### config.mk
export PLATFORM = sky130hd
export DESIGN_NAME = cheat_code_decoder
export DESIGN_NICKNAME = d
export VERILOG_FILES = /design/src/rtl/cc_dec_pkg.sv /design/src/rtl/cheat_code_decoder.sv
export SDC_FILE = /design/constraint.sdc
export NUM_CORES = 1
export LEC_CHECK = 0
export ABC_AREA = 1
export BUFFER_PORTS_ARGS = -buffer_cell sky130_fd_sc_hd__buf_2
export CELL_PAD_IN_SITES_DETAIL_PLACEMENT = 0
export CELL_PAD_IN_SITES_GLOBAL_PLACEMENT = 1
export CORE_AREA = 4 4 188 117
export DETAILED_ROUTE_END_ITERATION = 8
export DIE_AREA = 0 0 192 121
export GPL_TIMING_DRIVEN = 0
export PLACE_DENSITY_LB_ADDON = 0.1
export SLEW_MARGIN = 20
export SYNTH_ARGS = -nofsm -noshare
export SYNTH_HDL_FRONTEND = slang
export SYNTH_SLANG_ARGS = --single-unit
### constraint.sdc
create_clock -name clk -period 7.2 [get_ports clk]
set_clock_uncertainty 0.15 [all_clocks]
set_input_delay 2.16 -clock clk [delete_from_list [all_inputs] [get_ports clk]]
set_output_delay 2.16 -clock clk [all_outputs]
set_load 0.02 [all_outputs]
### src/rtl/cc_dec_pkg.sv
// ----------------------------------------------------------------------------
// cc_dec_pkg
// Types, constants and the letter lookup shared by the cheat code decoder.
// ----------------------------------------------------------------------------
package cc_dec_pkg;

  // Configuration register indexes
  localparam logic [7:0] CFG_MAPPER_NUMBER = 8'd0;
  localparam logic [7:0] CFG_ROM_BANKS_8K  = 8'd1;

  // Mapper ids with a rule of their own
  localparam logic [7:0] MAPPER_FIXED_HIGH = 8'd2;
  localparam logic [7:0] MAPPER_CHR_BANKED = 8'd3;
  localparam logic [7:0] MAPPER_SPLIT_MMC  = 8'd4;
  localparam logic [7:0] MAPPER_BANKED_32K = 8'd66;
  localparam logic [7:0] MAPPER_SPLIT_8K   = 8'd40;

  // Register reset values
  localparam logic [7:0] MAPPER_RESET = 8'd0;
  localparam logic [7:0] BANKS_RESET  = 8'd4;

  // Code length limits
  localparam logic [3:0] LEN_SHORT = 4'd6;
  localparam logic [3:0] LEN_LONG  = 4'd8;
  localparam logic [3:0] LEN_SAT   = 4'd9;

  // Address constants
  localparam logic [15:0] ROM_BASE = 16'h8000;
  localparam logic [7:0]  BANKS_HALF = 8'd2;   // ROM size equal to 0x4000
  localparam int          OFF_W    = 23;       // signed offset width

  typedef struct packed {
    logic [7:0] character;
    logic       last;
  } cc_in_t;

  typedef struct packed {
    logic        code_ok;
    logic [15:0] decoded_address;
    logic [7:0]  patch_value;
    logic        uses_compare;
    logic [7:0]  compare_byte;
    logic [20:0] rom_offset;
    logic        offset_ok;
  } cc_out_t;

  typedef struct packed {
    logic       hit;
    logic [3:0] nibble;
  } letter_code_t;

  // Map an upper case letter to its position in the code alphabet
  function automatic letter_code_t letter_lookup(input logic [7:0] ch);
    letter_code_t r;
    r.hit = 1'b1;
    unique case (ch)
      "A": r.nibble = 4'd0;
      "P": r.nibble = 4'd1;
      "Z": r.nibble = 4'd2;
      "L": r.nibble = 4'd3;
      "G": r.nibble = 4'd4;
      "I": r.nibble = 4'd5;
      "T": r.nibble = 4'd6;
      "Y": r.nibble = 4'd7;
      "E": r.nibble = 4'd8;
      "O": r.nibble = 4'd9;
      "X": r.nibble = 4'd10;
      "U": r.nibble = 4'd11;
      "K": r.nibble = 4'd12;
      "S": r.nibble = 4'd13;
      "V": r.nibble = 4'd14;
      "N": r.nibble = 4'd15;
      default: begin
        r.hit    = 1'b0;
        r.nibble = 4'd0;
      end
    endcase
    return r;
  endfunction

endpackage

### src/rtl/cheat_code_decoder.sv
// ----------------------------------------------------------------------------
// cheat_code_decoder
// Collects cheat code letters one character per transfer and, on the last
// character, unscrambles address, value and compare byte and maps the
// address to a program ROM offset.
// ----------------------------------------------------------------------------
//
//  channel | ports                              | direction
//  --------+------------------------------------+----------------
//  input   | in_valid, in_stall, in_data        | characters in
//  result  | out_valid, out_stall, out_data     | decoded code out
//  config  | cfg_valid, cfg_ready, cfg_index,   | register writes
//          | cfg_data                           |
//
//  One character per cycle is taken, back to back, while in_stall is low;
//  the result of a code goes through the input register, then the result
//  register, before it is offered on out_valid.
//  Synchronous active-low reset clears the collected letters, both stages
//  and the registers (mapper 0, four 8 KB banks).
//  A stalled result holds its register; the input stage stalls only while
//  it holds a character and the result register cannot take a new entry.
//
module cheat_code_decoder
  import cc_dec_pkg::*;
(
  input  logic       clk,
  input  logic       rst_n,
  input  logic       in_valid,
  output logic       in_stall,
  input  cc_in_t     in_data,
  output logic       out_valid,
  input  logic       out_stall,
  output cc_out_t    out_data,
  input  logic       cfg_valid,
  output logic       cfg_ready,
  input  logic [7:0] cfg_index,
  input  logic [7:0] cfg_data
);

  logic [7:0]   mapper_number_r;
  logic [7:0]   rom_banks_8k_r;
  logic         in_valid_r;
  cc_in_t       in_data_r;
  logic         out_valid_r;
  cc_out_t      out_data_r;
  logic [3:0]   letter_nibbles_r [8];
  logic [3:0]   letter_nibbles_nxt [8];
  logic [3:0]   n_cur [8];
  logic [3:0]   letter_count_r, letter_count_nxt, count_cur;
  logic         bad_letter_r, bad_letter_nxt, bad_cur;
  logic         res_free, s1_go;
  logic [7:0]   upper;
  logic         is_letter;
  letter_code_t code;
  cc_out_t      res;
  logic         code_ok, eight;
  logic [14:0]  addr_low;
  logic [15:0]  addr;
  logic [20:0]  rom_size;
  logic signed [OFF_W-1:0] off, size_s, d_s, banks_s;

  // Handshake
  assign cfg_ready = 1'b1;
  assign res_free  = !out_valid_r || !out_stall;
  assign in_stall  = in_valid_r && !res_free;
  assign s1_go     = in_valid_r && res_free;
  assign out_valid = out_valid_r;
  assign out_data  = out_data_r;

  // Configuration registers
  always_ff @(posedge clk) begin
    if (!rst_n) begin
      mapper_number_r <= MAPPER_RESET;
      rom_banks_8k_r  <= BANKS_RESET;
    end else if (cfg_valid && cfg_ready) begin
      if (cfg_index == CFG_MAPPER_NUMBER) mapper_number_r <= cfg_data;
      if (cfg_index == CFG_ROM_BANKS_8K)  rom_banks_8k_r  <= cfg_data;
    end
  end

  // Input register
  always_ff @(posedge clk) begin
    if (!rst_n) begin
      in_valid_r <= 1'b0;
    end else if (!in_stall) begin
      in_valid_r <= in_valid;
    end
  end

  always_ff @(posedge clk) begin
    if (!in_stall && in_valid) begin
      in_data_r <= in_data;
    end
  end

  // Fold case and look the letter up
  always_comb begin
    upper = in_data_r.character;
    if (upper >= "a" && upper <= "z") upper = upper - 8'd32;
    is_letter = (upper >= "A") && (upper <= "Z");
    code      = letter_lookup(upper);
  end

  // Take the character into the letter store
  always_comb begin
    for (int i = 0; i < 8; i++) begin
      n_cur[i] = letter_nibbles_r[i];
    end
    count_cur = letter_count_r;
    bad_cur   = bad_letter_r;
    if (is_letter) begin
      if (!code.hit) bad_cur = 1'b1;
      if (letter_count_r < LEN_LONG) n_cur[letter_count_r[2:0]] = code.nibble;
      if (letter_count_r < LEN_SAT) count_cur = letter_count_r + 4'd1;
    end
  end

  // Hold, advance, or clear after the last character
  always_comb begin
    for (int i = 0; i < 8; i++) begin
      letter_nibbles_nxt[i] = letter_nibbles_r[i];
    end
    letter_count_nxt = letter_count_r;
    bad_letter_nxt   = bad_letter_r;
    if (s1_go) begin
      if (in_data_r.last) begin
        for (int i = 0; i < 8; i++) begin
          letter_nibbles_nxt[i] = 4'd0;
        end
        letter_count_nxt = 4'd0;
        bad_letter_nxt   = 1'b0;
      end else begin
        for (int i = 0; i < 8; i++) begin
          letter_nibbles_nxt[i] = n_cur[i];
        end
        letter_count_nxt = count_cur;
        bad_letter_nxt   = bad_cur;
      end
    end
  end

  always_ff @(posedge clk) begin
    if (!rst_n) begin
      for (int i = 0; i < 8; i++) begin
        letter_nibbles_r[i] <= 4'd0;
      end
      letter_count_r <= 4'd0;
      bad_letter_r   <= 1'b0;
    end else begin
      for (int i = 0; i < 8; i++) begin
        letter_nibbles_r[i] <= letter_nibbles_nxt[i];
      end
      letter_count_r <= letter_count_nxt;
      bad_letter_r   <= bad_letter_nxt;
    end
  end

  // Unscramble address, value and compare byte
  assign code_ok = !bad_cur && (count_cur == LEN_SHORT || count_cur == LEN_LONG);
  assign eight   = (count_cur == LEN_LONG);
  assign addr_low = {n_cur[3][2:0], n_cur[4][3], n_cur[5][2:0], n_cur[1][3],
                     n_cur[2][2:0], n_cur[3][3], n_cur[4][2:0]};
  assign addr     = ROM_BASE | {1'b0, addr_low};

  // Map the address to a ROM offset
  assign rom_size = {rom_banks_8k_r, 13'd0};
  assign size_s   = OFF_W'(signed'({2'b00, rom_size}));
  assign d_s      = OFF_W'(signed'({8'd0, addr_low}));
  assign banks_s  = OFF_W'(signed'({15'd0, rom_banks_8k_r}));

  always_comb begin
    unique case (mapper_number_r) inside
      MAPPER_FIXED_HIGH: begin
        if (!addr[14]) off = d_s;
        else off = size_s - OFF_W'(24'sh4000) + OFF_W'(signed'({9'd0, addr[13:0]}));
      end
      MAPPER_CHR_BANKED, MAPPER_SPLIT_MMC, MAPPER_BANKED_32K: begin
        off = d_s;
      end
      MAPPER_SPLIT_8K: begin
        if (addr[14:13] == 2'b00) begin
          off = d_s;
        end else if (addr[14:13] == 2'b01) begin
          off = ((banks_s - OFF_W'(24'sd2)) <<< 13)
              + OFF_W'(signed'({10'd0, addr[12:0]}));
        end else begin
          off = ((banks_s - OFF_W'(24'sd1)) <<< 13)
              + OFF_W'(signed'({9'd0, addr[13:0]}));
        end
      end
      default: begin
        if (rom_banks_8k_r == BANKS_HALF) off = OFF_W'(signed'({9'd0, addr_low[13:0]}));
        else off = d_s;
      end
    endcase
  end

  // Assemble the result; a bad code leaves every other field zero
  always_comb begin
    res = '0;
    if (code_ok) begin
      res.code_ok         = 1'b1;
      res.decoded_address = addr;
      res.patch_value     = {n_cur[0][3], n_cur[1][2:0],
                             (eight ? n_cur[7][3] : n_cur[5][3]), n_cur[0][2:0]};
      res.uses_compare    = eight;
      if (eight) begin
        res.compare_byte = {n_cur[6][3], n_cur[7][2:0], n_cur[5][3], n_cur[6][2:0]};
      end
      res.rom_offset = off[20:0];
      res.offset_ok  = (off >= 0) && (off < size_s);
    end
  end

  // Result register
  always_ff @(posedge clk) begin
    if (!rst_n) begin
      out_valid_r <= 1'b0;
    end else if (res_free) begin
      out_valid_r <= s1_go && in_data_r.last;
    end
  end

  always_ff @(posedge clk) begin
    if (s1_go && in_data_r.last) begin
      out_data_r <= res;
    end
  end

endmodule
==> results.yml, run 1 <==
clock_tree:
  clock_latency_ns: 0.36
  cts_buffers: 9
  cts_tree: "built"
  cts-hold-fix-buffers: 0
  clkTransAtPathRegs_ns: 0.07
  cts_num_sinks: 105
  cts_setup_buffers: 0
  clockRootBuffer: "clkbuf_16"
  h-tree-depth: 3
  clk_path_buf_depth: 2
  postCtsResizedCells: 0
logic_synthesis:
  ys_seq_area_share_pct: 43.7
  post_synth_and_or_nand_nor_area_fraction_pct: 27.2
  syn_nets: 818
  avgSynthCellArea_sq_um: 7.78
  ys_types: 48
  synth_top_area_cell: "edfxtp_1"
  synth.ff_latch_count: 105
  synth_top_family_by_area: "simple AND/OR/NAND/NOR gates"
  synthAdderAreaFrac_pct: 3.98
  synth-compound-area-share_pct: 13.5
  synth_flop_cell: "dfxtp_1"
  synthArstFlopShare_pct: 0
  synth_area_leaders: "edfxtp_1 26%, dfxtp_1 18%, nand2_1 9.0%"
  synth-xor-area-share_pct: 1.76
  syn_area_sq_um: 5980
  synthMuxAreaShare_pct: 0
  synth_warnings: 0
  synth_enable_flop_cells: 51
  synth_cells: 769
  synth_top_area_share_pct: 25.6
routing:
  vias_per_cell: 4.59
  drc_errors: 0
  drtIter0Drc: 386
  first_pass_iters: 4
  finalWirelength_microns: 17400
  ant_nets: 0
  vias: 5289
  wl_per_cell_microns: 15.1
layout:
  n_antenna_cell: 0
  multi_input_area_sq_um: 2790
  final_cells: 1152
  fillers: 2166
  syn_to_final_growth_pct: 18.7
  seq_area_sq_um: 2610
  fin_util_pct: 34.7
  drive_above_1_share_pct: 20.8
  fin_nets: 917
  fin_area_sq_um: 7100
critical_path:
  critical_path.slowest_cell: "buf_2"
  path_cells: "buf_2 -> nand2_1 -> nor2_1 -> buf_2"
  critical_path.max_fanout: 2
  cp_top_family: "buffers and inverters"
  crit_path_max_incr_delay_ns: 0.19
  crit_buf_inv: 2
  start_kind: "primary input"
  critical_path_class: "primary input to primary output"
  arrival_ns: 2.61
  worstPathRequired_ns: 4.89
  path_common_cell: "buf_2"
  worstSetupEndpointType: "primary output"
power:
  p_leak_nw: 2.81
  power_mw: 1.25
  vdd_drop_max_mv: 0.109
  power_density_nw_per_um2: 176
floorplan:
  dieArea_sq_um: 23200
  die_h_microns: 121
  core_area_sq_um: 20500
  fp.dieW_microns: 192
  fp-row-count: 41
  num_io_pins: 89
  start_util_pct: 29.2
timing:
  finalSetupViolCount: 0
  hold_viol: 0
  worst_slack_ns: 2.28
  layout_min_cycle_time_ns: 4.92
  report.final.slew_viol_count: 0
  setup_tns_ns: 0
  max_freq_ghz: 0.203
  whs_ns: 0.313
  worstMarginPinSlew_ns: 0.767
  grt_setup_unrepaired: "false"
  period_share_pct: 68.4
  slew_headroom_pct: 48.7
status:
  status: "finished clean"
place:
  post-place-ws_ns: 2.29
  dp.cells: 1136
  place_area_sq_um: 6810
  dpl.hpwl_microns: 13700
  portBuffers: 87
  globalplace.congestion: 0.850
global_route:
  antenna_found_initial: 0
  gr-usage-all-layers_pct: 15.3
  grt_pass1_vias: 5014
  overflow: 0
  grt_first_pass_wirelength_microns: 27400
  grt_max_degree: 24
min_path:
  hp-class: "flip-flop to flip-flop"
run:
  drv_cap: 0
## state kept, by name, summed over array words and instances (netlist names)
| register | count |
|---|---|
| letter_nibbles_r | 31 |
| in_valid_r | 1 |
| mapper_number_r | 8 |
| letter_count_r | 4 |
| bad_letter_r | 1 |
| out_data | 42 |
| in_data_r | 9 |
| out_valid | 1 |
| rom_banks_8k_r | 8 |
## cell families after synthesis
family | Yosys count
flops | 105
compound gates | 139
simple gates | 354
other cells | 1
buf+inv | 139
xor+xnor | 12
fa+ha+maj | 19
## per-layer routing
layer | global-route usage, % | wire length [microns]
met3 | 3.62 | 874
met4 | 2.94 | 152
met5 | 0 | 0
met1 | 25.5 | 10100
met2 | 19.5 | 6230
## cell type report
class | count | share of cell area (%)
Buffer | 34 | 2.73
Multi-Input combinational cell | 525 | 39.3
Inverter | 105 | 5.57
Clock inverter | 5 | 0.881
Clock buffer | 11 | 3.28
Sequential cell | 105 | 36.8
Timing Repair Buffer | 88 | 6.52
Tap cell | 279 | 4.92
## Yosys cell counts, types with 3 or more instances
| master | n |
|---|---|
| nand2_1 | 144 |
| inv_1 | 94 |
| nor2_1 | 89 |
| a21oi_1 | 58 |
| dfxtp_1 | 54 |
| edfxtp_1 | 51 |
| o21ai_0 | 33 |
| nand3_1 | 32 |
| ha_1 | 19 |
| nor2_2 | 19 |
| buf_4 | 17 |
| or2_1 | 16 |
| clkbuf_1 | 15 |
| nor3_1 | 14 |
| o21ai_1 | 14 |
| or2_2 | 13 |
| a211oi_1 | 11 |
| xor2_1 | 11 |
| inv_2 | 9 |
| nand2_2 | 6 |
| nand4_1 | 5 |
| o211ai_1 | 5 |
| nor4_1 | 4 |
| a2bb2oi_1 | 3 |
| o22ai_1 | 3 |
## worst paths after layout
kind                                              from                      to  slack (ns)  cells after the start
worst max register to register            in_data_r[1]             out_data[0]        2.46                     30
worst min register to register  letter_nibbles_r[1][7]  letter_nibbles_r[1][7]        0.31                      2
worst min-delay path            letter_nibbles_r[1][7]  letter_nibbles_r[1][7]        0.31                      2
worst max-delay path                         out_stall                in_stall        2.28                      4
## report_power, final
| part | switching, mW | internal, mW |
|---|---|---|
| logic | 0.0706 | 0.0300 |
| clock network | 0.232 | 0.274 |
| registers | 0.00617 | 0.634 |
## cell usage in the layout, fill, tap and decap left out, types with 6 or more instances in the layout
master | Yosys | final
nand3_1 | 32 | 32
a211oi_1 | 11 | 11
dfxtp_1 | 54 | 54
xor2_1 | 11 | 11
inv_2 | 9 | 9
o21ai_1 | 14 | 14
buf_2 | 2 | 89
or2_1 | 16 | 16
a21oi_1 | 58 | 58
nand2_1 | 144 | 144
or2_2 | 13 | 13
nor2_2 | 19 | 19
edfxtp_1 | 51 | 51
inv_1 | 94 | 94
buf_4 | 17 | 17
nor2_1 | 89 | 88
clkbuf_16 | 0 | 9
clkbuf_1 | 15 | 17
nand2_2 | 6 | 6
nor3_1 | 14 | 14
o21ai_0 | 33 | 33
ha_1 | 19 | 19
## tightest hold or removal path, stage by stage, from the launching register on
cell,delay [ns]
dfxtp_1,0.31
nand2_1,0.06
a21oi_1,0.05
Power figures use the tool's default switching activity.
==> inputs of run 2 (changes only) <==
==> constraint.sdc (replaced) <==
create_clock -name clk -period 4.85 [get_ports clk]
set_clock_uncertainty 0.15 [all_clocks]
set_input_delay 1.455 -clock clk [delete_from_list [all_inputs] [get_ports clk]]
set_output_delay 1.455 -clock clk [all_outputs]
set_load 0.02 [all_outputs]
==> run 2 against run 1 <==
  * Flip-flop and latch count unchanged
  * Sequential power up 49%
  * Power increased by 49%
  * Non-clock buffer count up 4
  * Largest power group unchanged
==> results.yml, run 2 (same netlist as run 1, synthesis figures left out) <==
floorplan:
  dieArea_sq_um: 23200
  start_util_pct: 29.2
  fp.dieW_microns: 192
  fp-row-count: 41
  die_h_microns: 121
  core_area_sq_um: 20500
  num_io_pins: 89
critical_path:
  arrival_ns: 4.41
  path_common_cell: "nand3_1"
  critical_path.slowest_cell: "edfxtp_1"
  reg2reg_setup_slack_ns: 0.50
  crit_path_max_incr_delay_ns: 0.46
  worstSetupEndpointType: "flip-flop"
  start_kind: "flip-flop"
  critical_path_class: "flip-flop to flip-flop"
  regToRegEndpoint: "out_data[0]"
  worstReg2RegStart: "in_data_r[1]"
  rr_worst_depth: 30
  critical_path.max_fanout: 10
  worstPathRequired_ns: 4.91
layout:
  drive_above_1_share_pct: 22.0
  fin_nets: 921
  final_cell_mix: "144 x nand2_1, 94 x inv_1, 89 x buf_2, 85 x nor2_1, 58 x a21oi_1"
  fin_util_pct: 35.0
  fin_area_sq_um: 7170
  fillers: 2162
  syn_to_final_growth_pct: 19.9
  n_antenna_cell: 0
  final_cells: 1156
  largest_reg_flops: 42
  layout_commonest_cell: "nand2_1"
  multi_input_area_sq_um: 2830
  seq_area_sq_um: 2610
place:
  dp.cells: 1136
  place_area_sq_um: 6810
  globalplace.congestion: 0.850
  portBuffers: 87
  post-place-ws_ns: 0.209
  dpl.hpwl_microns: 13700
min_path:
  holdPathEnd: "letter_nibbles_r[1][11]"
  hp-start: "letter_nibbles_r[1][11]"
  worstHoldPathCells: 2
  hp-class: "flip-flop to flip-flop"
global_route:
  grt_pass1_vias: 5014
  overflow: 0
  gr-usage-all-layers_pct: 15.3
  antenna_found_initial: 0
  grt_first_pass_wirelength_microns: 27400
  grt_max_degree: 24
run:
  drv_cap: 0
timing:
  whs_ns: 0.313
  setup_tns_ns: 0
  layout_min_cycle_time_ns: 4.35
  report.final.slew_viol_count: 0
  period_share_pct: 89.8
  worst_slack_ns: 0.496
  finalSetupViolCount: 0
  max_freq_ghz: 0.230
  hold_viol: 0
  slew_headroom_pct: 48.2
  grt_setup_unrepaired: "false"
  worstMarginPinSlew_ns: 0.775
routing:
  drc_errors: 0
  wl_per_cell_microns: 15.0
  first_pass_iters: 4
  ant_nets: 0
  finalWirelength_microns: 17400
  drtIter0Drc: 311
  vias_per_cell: 4.57
  vias: 5283
clock_tree:
  cts-hold-fix-buffers: 0
  clkTransAtPathRegs_ns: 0.07
  cts_buffers: 9
  clk_path_buf_depth: 2
  cts_tree: "built"
  clockRootBuffer: "clkbuf_16"
  cts_num_sinks: 105
  h-tree-depth: 3
  clock_latency_ns: 0.36
power:
  power_mw: 1.85
  power_density_nw_per_um2: 259
  p_leak_nw: 2.84
  vdd_drop_max_mv: 0.163
status:
  status: "finished clean"
[run 2: cell count changes in the layout (fill, tap and decap cells not counted), moves of 2 or more]
cell	delta
nand3_1	-2
nor2_2	+2
nand3_2	+2
buf_4	+4
nor2_1	-3
[run 2: cell type report]
type | count | share of cell area (%)
Timing Repair Buffer | 92 | 6.88
Clock buffer | 11 | 3.25
Sequential cell | 105 | 36.5
Buffer | 34 | 2.71
Multi-Input combinational cell | 525 | 39.5
Tap cell | 279 | 4.87
Inverter | 105 | 5.52
Clock inverter | 5 | 0.873
[run 2: how the worst max path moves through the flow]
stage                 startpoint            to  slack [ns]
floorplan              out_stall   out_data[0]        0.57
global placement       out_stall  out_data[25]       -0.95
detailed placement  in_data_r[1]   out_data[0]        0.21
CTS                 in_data_r[1]   out_data[0]        0.15
global route        in_data_r[1]   out_data[0]       0.006
finish              in_data_r[1]   out_data[0]        0.50
[run 2: report_power, final]
group / leakage, nW / internal [mW] / switching (mW) / total, mW
Combinational: 1.78 / 0.0452 / 0.105 / 0.151
Clock: 0.146 / 0.407 / 0.346 / 0.753
Sequential: 0.917 / 0.941 / 0.00925 / 0.951
[run 2: repair_timing]
action / in CTS / in global routing
setup buffers: 0 / 4
setup endpoints to repair: 0 / 1
resized for setup: 0 / 9
[run 2: layer usage]
| metal | GRT usage [%] | share of wire, % | vias up |
|---|---|---|---|
| met4 | 2.94 | 0.78 | 0 |
| met3 | 3.62 | 5.2 | 8 |
| met5 | 0 | 0 | - |
| met1 | 25.5 | 58 | 2446 |
| met2 | 19.5 | 36 | 105 |
| li1 | - | - | 2724 |
[run 2: critical path: cells and delay by family (launching register included)]
kind	cells	cell delay, ns
buffers and inverters	5	0.31
DFF	1	0.46
adders and majority gates	2	0.46
AOI/OAI and AO/OA	4	0.78
and+or+nand+nor	19	2.06
